**src/rtl/lsd_radix_sort_engine_macros.svh**
```systemverilog
// Assertion macros for the LSD radix sort engine.
// Used by the top level only; no other dependencies.
`ifndef LSD_RADIX_SORT_ENGINE_MACROS_SVH
`define LSD_RADIX_SORT_ENGINE_MACROS_SVH

// Same-cycle implication, disabled during reset
`define LSD_ASSERT_IMPL(label, clk, rst_n, ante, cons) \
    label: assert property (@(posedge clk) disable iff (!rst_n) (ante) |-> (cons)) \
        else $error("lsd_radix_sort_engine check failed");

// Next-cycle implication, disabled during reset
`define LSD_ASSERT_NEXT(label, clk, rst_n, ante, cons) \
    label: assert property (@(posedge clk) disable iff (!rst_n) (ante) |=> (cons)) \
        else $error("lsd_radix_sort_engine check failed");

`endif

```
**src/rtl/lsd_ram.sv**
```systemverilog
// Generic single-port synchronous RAM with registered read.
// No dependencies.
module lsd_ram #(
    parameter int WIDTH = 8,
    parameter int DEPTH = 16
) (
    input  logic                     clk,
    input  logic                     we,
    input  logic [$clog2(DEPTH)-1:0] addr,
    input  logic [WIDTH-1:0]         wdata,
    output logic [WIDTH-1:0]         rdata
);

    logic [WIDTH-1:0] mem [DEPTH];

    always_ff @(posedge clk)
    begin
        if (we)
        begin
            mem[addr] <= wdata;
        end
        rdata <= mem[addr];
    end

endmodule

```
**config.mk**
```make
export PLATFORM = sky130hd
export DESIGN_NAME = lsd_ram
export DESIGN_NICKNAME = d
export VERILOG_FILES = /design/src/rtl/lsd_radix_sort_engine_macros.svh /design/src/rtl/lsd_ram.sv
export SDC_FILE = /design/constraint.sdc
export NUM_CORES = 1
export LEC_CHECK = 0
export ABC_CLOCK_PERIOD_IN_PS = 3000
export BUFFER_PORTS_ARGS = -buffer_cell sky130_fd_sc_hd__buf_2
export CAP_MARGIN = 20
export CORE_MARGIN = 2
export CORE_UTILIZATION = 25
export CTS_BUF_LIST = sky130_fd_sc_hd__clkbuf_4 sky130_fd_sc_hd__clkbuf_8 sky130_fd_sc_hd__clkbuf_16
export CTS_CLUSTER_DIAMETER = 200
export DETAILED_ROUTE_END_ITERATION = 8
export PLACE_DENSITY = 0.4
export SLEW_MARGIN = 30
export SYNTH_ARGS = -nofsm -noshare
export SYNTH_HDL_FRONTEND = slang
export SYNTH_SLANG_ARGS = --single-unit
```
**constraint.sdc**
```tcl
create_clock -name clk -period 3 [get_ports clk]
set_input_delay 0.9 -clock clk [delete_from_list [all_inputs] [get_ports clk]]
set_output_delay 0.9 -clock clk [all_outputs]
set_load 0.02 [all_outputs]
```
==> run metrics <==
status=completed; top-area cell type share of the netlist area=75.85%; top post-synthesis cells by area=edfxtp_1, mux4_2, dfxtp_1, a22oi_1, nor2_1; # fillers=approximately 2,000; leakage power=approximately 0.0021 µW; Die Area=roughly 21,000 µm²; main flop type after synthesis=edfxtp_1; drt pass-1 iters=4; EDFF count, synth=about 130; Syn-to-layout area delta=24.44%; Synth Area in Compound Gates=under 10%; mux share of post-synthesis cell area=approximately 14%; simple-gate share of the synthesized area=3.210%; H-tree Lvls=4; worst-case clock skew=6.203 ps; Hold Fails Final Rpt=0; ANT nets after route=0; final setup TNS=0 ps; Port Buffer Count=21; Tightest Hold Check Type=reg2reg; drt drc=0; Post-synth top cells=edfxtp_1, mux4_2, a22oi_1, nor2_1, nand2_1; vias in the first global route=2,664; WP data arrival=between 2000 and 2500 ps; worst hold margin=between 600 and 700 ps; Power Density=~740 nW/µm²; All-Layer GR Usage=roughly an eighth; Synth Instances=230; max cap viols=0; period utilization=slightly above 70%; number of vias per cell=4.200; post-cts resize count=0; layout cell share with drive strength beyond 1=a little over a third; minimum clock period=2165 ps; Slew @ Worst Pin=between 700 and 800 ps; Worst Slack Setup Final=835.1 ps; count leader, synth=edfxtp_1; Final Net Count=296; sequential share of the synthesized area=about 79%; fmax=0.4619 GHz; main combinational cell family by area after synthesis=multiplexers; Clock Latency Late Sink=~410 ps; gpl congestion=between 0.6 and 0.7; crit path capture type=flop; Place WS=between 400 and 500 ps; pin count of the biggest net entering global routing=27; routed length per instance=approximately 20 µm; Synth Area in XOR/XNOR=0%; clk buf depth=2; # diodes=0; final instance area=around 6300 µm²; setup repair bufs after CTS=0; initial DRC count=about 180; TritonCTS Buffers=17; Worst Path Max Fanout=12; CP Class=in2reg; Non-Filler Instances=about 570; Netlist cell types=18; total core area=between 20,000 and 25,000 µm²; cts-stage hold buffer count=0; CTS sink cnt=136; Post-Syn Nets=244; grt total ovfl=0; clock transition at the registers of the reported paths=around 50 ps; Post-DP HPWL=about 7500 µm; mean post-synth cell area=22.03 µm²; Die H=around 150 µm; Async SR Flop Fraction=0%; Slew Limit Fails=0; CTS tree=done; Post-Syn Area=5067 µm²; Post-Synth Adder-Cell Area=0%; maximum vdd drop=between 0.0004 and 0.0005 V; Placed Instances=533; Vias=around 2,400; final WL=11,450 µm; area leader, netlist=edfxtp_1; initial antenna violation count=0; global-route wire length before repair=17,440 µm; Critical Path Source Type=input port; Ports=22; Synth Register Bits=approximately 140; Die W=~150 µm; Cell Rows=between 50 and 60; Yosys Warn Count=0; starting density of the core=approximately 25%; Post-Place Cell Area=5648 µm²; RSZ-0062 raised after global routing=false; Slew headroom=a little under half; Setup-failing EPs final=0; clk root buf=clkbuf_16; Critical Path RT=3290 ps
## path summary, 6_finish.rpt
| path | start | end | slack [ps] | cells past startpoint |
|---|---|---|---|---|
| max | addr[0] | rdata[4] | 840 | 5 |
| min | mem[15][4] | rdata[4] | 680 | 3 |
| max reg2reg | mem[2][2] | rdata[2] | 1560 | 3 |
| min reg2reg | mem[15][4] | rdata[4] | 680 | 3 |
## cell families after synthesis
| group | count (synthesis) |
|---|---|
| flip-flops | 136 |
| AND/OR/NAND/NOR | 35 |
| multiplexers | 32 |
| AO/OA/AOI/OAI | 16 |
| buffers and inverters | 11 |
## stage by stage
stage                     total power, µW  util [%]
after floorplan                      2298         -
after global placement               2404     28.18
after detailed placement             2405     28.18
after CTS                            4717     31.47
after global routing                 4824     31.47
final                                4656     31.47
## sequential cells by signal, indices dropped and copies added (netlist names)
register,cells
rdata,8
mem,128
## critical path, cell delays in order
cell and delay [ps]:
buf_2 350, buf_4 240, mux4_2 490, a22oi_1 380, nand2_1 90
## report_power, final
part           internal [µW]  leakage [µW]  total (µW)  switching [µW]
sequential              2130       0.00122        2140            11.7
combinational           88.3      0.000524         222             134
clock                   1560      0.000327        2300             735
total                   3780       0.00207        4660             881
## cells in the final DEF, fill, tap and decap left out
cell | synthesis | routed
edfxtp_1 | 128 | 128
mux4_2 | 32 | 32
buf_2 | 2 | 21
buf_4 | 0 | 21
clkbuf_16 | 0 | 17
a22oi_1 | 16 | 16
nor2_1 | 13 | 13
nand2_1 | 9 | 9
dfxtp_1 | 8 | 8
bufinv_16 | 0 | 5
clkbuf_4 | 0 | 5
nor3_1 | 4 | 4
nor2b_1 | 2 | 2
nand3b_1 | 2 | 2
nand2b_1 | 2 | 2
clkbuf_8 | 0 | 2
buf_12 | 0 | 2
and2_1 | 1 | 1
nand3_1 | 1 | 1
or3b_2 | 1 | 1
clkinv_4 | 0 | 1
clkinv_2 | 0 | 1
clkinv_1 | 0 | 1
## final cells by class
| type | count | area (µm²) | share of cell area [%] |
|---|---|---|---|
| sequential | 136 | 4004 | 63.49 |
| tap | 270 | 337.8 | 5.357 |
| timing repair buffer | 44 | 302.8 | 4.802 |
| multi-input combinational | 83 | 1003 | 15.91 |
| clock buffer | 24 | 490.5 | 7.778 |
| clock inverter | 8 | 167.7 | 2.659 |
## routing by layer
layer	part of all wire [%]	wire, µm	vias up	track usage, %
met2	47	5401	47	17.59
li1	-	-	1071	-
met5	0	0	-	0
met1	47	5348	1244	15.87
met3	4.6	530	11	3.344
met4	1.5	170	0	4.806
Power figures use the tool's default switching activity.
