$ cat src/rtl/lsd_radix_sort_engine_macros.svh
// Assertion macros for the LSD radix sort engine.
// Used by the top level only; no other dependencies.
`ifndef LSD_RADIX_SORT_ENGINE_MACROS_SVH
`define LSD_RADIX_SORT_ENGINE_MACROS_SVH

// Same-cycle implication, disabled during reset
`define LSD_ASSERT_IMPL(label, clk, rst_n, ante, cons) \
    label: assert property (@(posedge clk) disable iff (!rst_n) (ante) |-> (cons)) \
        else $error("lsd_radix_sort_engine check failed");

// Next-cycle implication, disabled during reset
`define LSD_ASSERT_NEXT(label, clk, rst_n, ante, cons) \
    label: assert property (@(posedge clk) disable iff (!rst_n) (ante) |=> (cons)) \
        else $error("lsd_radix_sort_engine check failed");

`endif

$ cat src/rtl/lsd_pkg.sv
// Shared constants for the LSD radix sort engine.
// No dependencies.
package lsd_pkg;

    localparam int KEY_W        = 31;
    localparam int RADIX_W      = 9;
    localparam int NDIG_W       = 6;
    localparam int MAX_ITEMS    = 64;
    localparam int MAX_RADIX    = 256;
    localparam int APB_ADDR_W   = 3;
    localparam int APB_DATA_W   = 32;

    localparam logic [RADIX_W-1:0] RADIX_RST = 9'd10;
    localparam logic [NDIG_W-1:0]  NDIG_RST  = 6'd10;

    // Register index, taken from paddr[2]
    typedef enum logic
    {
        REG_RADIX      = 1'b0,
        REG_NUM_DIGITS = 1'b1
    } reg_idx_t;

endpackage

$ cat src/rtl/lsd_div.sv
// Restoring divider, one quotient bit per cycle, zero dividend finishes at once.
// Depends on lsd_pkg for the key width.
module lsd_div #(
    parameter int MAX_RADIX = lsd_pkg::MAX_RADIX
) (
    input  logic                             clk,
    input  logic                             rst_n,
    input  logic                             start,
    input  logic [lsd_pkg::KEY_W-1:0]        dividend,
    input  logic [$clog2(MAX_RADIX+1)-1:0]   divisor,
    output logic                             done,
    output logic [lsd_pkg::KEY_W-1:0]        quotient,
    output logic [$clog2(MAX_RADIX)-1:0]     remainder
);

    localparam int KW  = lsd_pkg::KEY_W;
    localparam int RW  = $clog2(MAX_RADIX + 1);
    localparam int DW  = $clog2(MAX_RADIX);
    localparam int ITW = $clog2(KW);

    logic [KW-1:0]  q_reg, q_next;
    logic [RW-1:0]  rem_reg, rem_next;
    logic [ITW-1:0] it_reg, it_next;
    logic           busy_reg, busy_next;
    logic           done_reg, done_next;
    logic [RW:0]    trial;

    assign trial = {rem_reg, q_reg[KW-1]};

    // Iteration step
    always_comb
    begin
        q_next    = q_reg;
        rem_next  = rem_reg;
        it_next   = it_reg;
        busy_next = busy_reg;
        done_next = 1'b0;
        if (start)
        begin
            q_next   = dividend;
            rem_next = '0;
            it_next  = ITW'(KW - 1);
            if (dividend == '0)
            begin
                done_next = 1'b1;
            end
            else
            begin
                busy_next = 1'b1;
            end
        end
        else if (busy_reg)
        begin
            if (trial >= {1'b0, divisor})
            begin
                rem_next = RW'(trial - {1'b0, divisor});
                q_next   = {q_reg[KW-2:0], 1'b1};
            end
            else
            begin
                rem_next = trial[RW-1:0];
                q_next   = {q_reg[KW-2:0], 1'b0};
            end
            it_next = it_reg - ITW'(1);
            if (it_reg == '0)
            begin
                busy_next = 1'b0;
                done_next = 1'b1;
            end
        end
    end

    always_ff @(posedge clk or negedge rst_n)
    begin
        if (!rst_n)
        begin
            busy_reg <= 1'b0;
            done_reg <= 1'b0;
            it_reg   <= '0;
        end
        else
        begin
            busy_reg <= busy_next;
            done_reg <= done_next;
            it_reg   <= it_next;
        end
    end

    always_ff @(posedge clk)
    begin
        q_reg   <= q_next;
        rem_reg <= rem_next;
    end

    assign done      = done_reg;
    assign quotient  = q_reg;
    assign remainder = rem_reg[DW-1:0];

endmodule

$ cat config.mk
export PLATFORM = sky130hd
export DESIGN_NAME = lsd_div
export DESIGN_NICKNAME = d
export VERILOG_FILES = /design/src/rtl/lsd_radix_sort_engine_macros.svh /design/src/rtl/lsd_pkg.sv /design/src/rtl/lsd_div.sv
export SDC_FILE = /design/constraint.sdc
export NUM_CORES = 1
export LEC_CHECK = 0
export BUFFER_PORTS_ARGS = -buffer_cell sky130_fd_sc_hd__buf_2
export CORE_UTILIZATION = 46
export DETAILED_ROUTE_END_ITERATION = 6
export PLACE_DENSITY = 0.82
export SLEW_MARGIN = 20
export SYNTH_ARGS = -nofsm -noshare
export SYNTH_HDL_FRONTEND = slang
export SYNTH_SLANG_ARGS = --single-unit
$ cat constraint.sdc
create_clock -name clk -period 2.4 [get_ports clk]
set_input_delay 0.12 -clock clk [delete_from_list [all_inputs] [get_ports clk]]
set_output_delay 0.12 -clock clk [all_outputs]
set_load 0.02 [all_outputs]
==> impl.org <==
** Worst setup path
- Cell-by-cell listing of the critical path :: inv_1 -> ha_2 -> inv_2 -> fa_2 -> a21o_1 -> o211a_1 -> a211o_4 -> and3_2 -> a311o_1
- The worst setup path is captured at a flop.
- The endpoint identified for the worst register-to-register timing path is rem_reg[2].
- For this design, the slowest cell found on the critical path is edfxtp_1.
- Category of the critical setup timing path :: reg -> reg
- Critical path endpoint :: rem_reg[2]
- Data arrival, critical path :: 2.56 ns
- Data on the critical path is required at its endpoint by roughly 2.6 ns.
- Counting cells, the worst reg-to-reg path comes to 9.
- R2R Path Start :: quotient[30]
- Maximum fanout along the worst path :: 6
- The largest single stage delay on the critical path is ~0.39 ns.
- STA classifies the critical path startpoint as a flop.
- Setup slack on the worst flop-to-flop path :: 0.04 ns
- Tracing the worst setup path back leads to its startpoint at quotient[30].

** Layout
- Flip-flop count of the largest register after layout :: 31
- The finished cells cover about 0.0033 mm2.
- Number of nets in the finished design :: ~370
- Count of inserted antenna diode cells :: 0
- Share of final-layout standard cells stronger than drive strength 1 :: 46.7%
- P&R area growth vs syn :: 24.9%

** Power
- Dividing total power by cell area gives a power density of 839 mW/mm2.
- Part of the total power dissipated in the clock network :: a little over a fifth
- Total design power :: ~2800 uW
- The internal power of the cells totals 1810 uW.
- Sequential cells burn 39.0% of the power.
- Total leakage power :: around 0.0015 uW
- Fraction of power consumed by combinational cells :: around two fifths
- Summed over all nets, the switching power comes to slightly below 1000 uW.
- The worst-case IR drop observed on VDD is between 0.3 and 0.4 mV.
- Net switching is roughly a third of the power.

** Floorplan
- Initial cell density of the core :: around 48%
- Die outline height :: slightly below 80 um
- Area of the die :: slightly above 0.006 mm2
- Top-level I/O count :: 83
- Row generation in the floorplan step produced 27 rows.
- Floorplan Core Area :: ~0.0055 mm2
- The die is between 70 and 80 um wide.

** GRT
- Number of antenna violations at the first check in global routing :: 0
- Entering global routing, the biggest net connects 30 pins.
- The number of global-route vias before repair came to roughly 2100.
- For this run the aggregate overflow at the end of global routing stands at 0.
- Global-route wire length before repair :: between 9000 and 10000 um
- Overall global routing resource usage :: between 20 and 25%

** CTS
- CTS root buffer :: clkbuf_8
- Clock buffer count from CTS :: 5
- The clock reaches the later pin of the worst-skew pair after just over 0.3 ns.
- Total number of H-tree levels :: 2
- TritonCTS built the clock tree.
- TritonCTS Sinks :: 47
- Post-CTS clock slew at the launch and capture registers of the worst setup and hold paths :: about 0.090 ns
- The longest clock path from root to sink contains 2 buffers.

** Logic synthesis
- Cell type with the largest total area after synthesis :: edfxtp_1
- A synthesized cell averages 11.6 um2.
- The top cell type by area accounts for between 30% and 40% of the synthesized area.
- In the synthesized netlist the dominant register cell turns out to be edfxtp_1.
- After synthesis, flip-flops and latches occupy between 40% and 50% of the total area.
- The netlist uses 45 different library cells.
- Share of flip-flops with an asynchronous set or reset :: between 10% and 20%
- Cell area after synthesis :: 0.00265 mm2
- Yosys synthesis warning count :: 0
- Number of synthesized register bits :: between 40 and 50
- EDFF count, synth :: 31
- Sorting the synthesized cells by area gives the leading types as edfxtp_1 35%, mux2_2 14%, dfxtp_1 6.8%, dfrtp_1 6.6%, ha_1 5.2%.
- Number of standard cells after synthesis :: approximately 230
- Synthesized Nets :: about 280

** Timing
- Setup repair after global routing could not meet its margin everywhere.
- The number of max-slew violations in the final report is 0.
- Final setup margin :: 0.0406 ns
- Based on the critical path, the design can be clocked at up to between 0.4 and 0.5 GHz.
- Shortest clock period the worst path allows after layout :: approximately 2.4 ns
- Worst hold slack across all endpoints :: between 0.1 and 0.15 ns
- The count of endpoints failing hold in the final timing report was 0.
- Across the routed clock network, the largest skew measured is 0.00433 ns.
- Fraction of the cycle the final worst path needs :: a little over nine tenths
- Measured against its own limit, the worst slew margin works out to between 70% and 80%.
- For the pin with the worst max-slew slack, the measured transition is ~0.42 ns.
- Sum Neg Setup Slack :: 0 ns
- Final setup violation count :: 0

** Place
- OpenSTA, run right after detailed placement, puts the worst setup slack at -0.0252 ns.
- Routability cong. :: about 0.8
- Post-detailed-placement half-perimeter wirelength :: between 4000 and 5000 um
- Summing all placed instances gives a cell area of a little over 0.003 mm2.
- The count of buffers added on input and output ports is 82.

** Job
- Count of maximum capacitance violations :: 0

** Hold path
- Class of the tightest hold or removal check :: in -> reg

** Detailed routing
- Using the TritonRoute via totals, the vias-per-cell ratio works out to between 5 and 6.
- Routed wirelength normalized by instance count :: approximately 15 um
- Summed over all layers, the routed wires come to 5950 um.
- DRC violation count after routing :: 0
- Across all layers, the routed design uses 2119 vias.
- The first TritonRoute pass finished after 4 iterations.
- Number of antenna-violating nets in the routed design :: 0
- In this run, the number of DRC markers left after iteration 0 of detailed routing was around 130.

** Run status
- Result of the run :: finished, final reports clean
[worst min-delay path by stage]
stage                     start           to  slack [ns]  cells past startpoint
floorplan                 rst_n     busy_reg       -0.18                      0
global placement          rst_n    it_reg[1]       -0.04                      1
detailed placement        rst_n    it_reg[1]       -0.04                      1
CTS                 dividend[8]  quotient[8]        0.11                      2
global route        dividend[4]  quotient[4]        0.12                      2
finish              dividend[2]  quotient[2]        0.13                      2
[layout make-up]
type | count | area (um2)
clock inverters | 3 | 46.3
fillers | 459 | 2230
inverters | 18 | 67.6
multi-input cells | 147 | 1220
clock buffers | 5 | 68.8
repair buffers | 95 | 527
flip-flops and latches | 47 | 1290
well taps | 72 | 90.1
[cells in the mapped netlist (all sizes together), types with 7 or more instances]
library cell / n
nor4: 8
nand2: 12
edfxtp: 31
buf: 11
o21ai: 8
a211oi: 7
inv: 17
dfxtp: 9
dfrtp: 7
nor2: 12
ha: 11
mux2: 32
[kinds of logic after synthesis]
family                   synth area share (%)
AND/OR/NAND/NOR                          10.6
flip-flops                               48.6
AO/OA/AOI/OAI                            10.3
multiplexers                             15.1
buffers and inverters                    6.80
adder cells (fa/ha/maj)                  5.95
XOR/XNOR                                 2.65
[what timing repair did]
action | 4_1_cts | 5_1_grt
endpoints found under the hold margin | 7 | 0
buffers inserted | 0 | 4
pin swaps | 0 | 4
hold buffers | 1 | 0
setup endpoints to repair | 5 | 9
gates resized for setup | 1 | 7
[power groups by stage]
stage | registers, uW | clock network (uW) | logic [uW]
final | 1080 | 600 | 1090
after global placement | 1100 | 0 | 941
after detailed placement | 1100 | 0 | 973
after floorplan | 1160 | 0 | 689
after CTS | 1080 | 611 | 989
after global routing | 1100 | 639 | 1180
[cells in the final DEF (no fill, tap or decap), types with 2 or more instances in the layout]
master,Yosys,layout
a211oi_1,5,4
a211oi_2,2,3
a21o_1,3,3
a21oi_1,5,5
and3_1,2,2
and3_2,3,3
buf_2,0,82
buf_4,8,10
clkbuf_8,0,5
dfrtp_1,7,7
dfxtp_1,9,9
edfxtp_1,31,31
ha_1,11,10
inv_1,17,16
mux2_2,32,32
mux2i_1,4,3
nand2_1,12,12
nand2b_1,3,3
nand3_1,4,4
nand4_1,2,2
nor2_1,12,12
nor3_1,4,4
nor4_1,8,8
nor4b_1,2,2
o21a_1,2,2
o21ai_0,8,8
o31ai_1,2,2
xnor2_1,5,5
xor2_1,3,3
[stage by stage]
stage / cells / utilization (%)
final: 387 / 59.7
after global placement: 374 / 56.1
after floorplan: 229 / -
after CTS: 383 / 58.6
after global routing: 387 / 59.7
after detailed placement: 374 / 56.1
[critical path: cells and delay by family, from the launching register on]
family	cells	cell delay [ns]
adder cells (fa/ha/maj)	2	0.51
flip-flops	1	0.39
AO/OA/AOI/OAI	4	1.06
buffers and inverters	2	0.11
AND/OR/NAND/NOR	1	0.18
[layer usage]
| layer | vias to the layer above | GRT usage (%) | wire [um] |
|---|---|---|---|
| li1 | 1014 | - | - |
| met1 | 1020 | 25.2 | 2540 |
| met2 | 74 | 33.4 | 2960 |
| met3 | 11 | 4.59 | 327 |
| met4 | 0 | 7.74 | 115 |
| met5 | - | 0 | 0 |
Note: power is estimated with default switching activity, not from simulation.
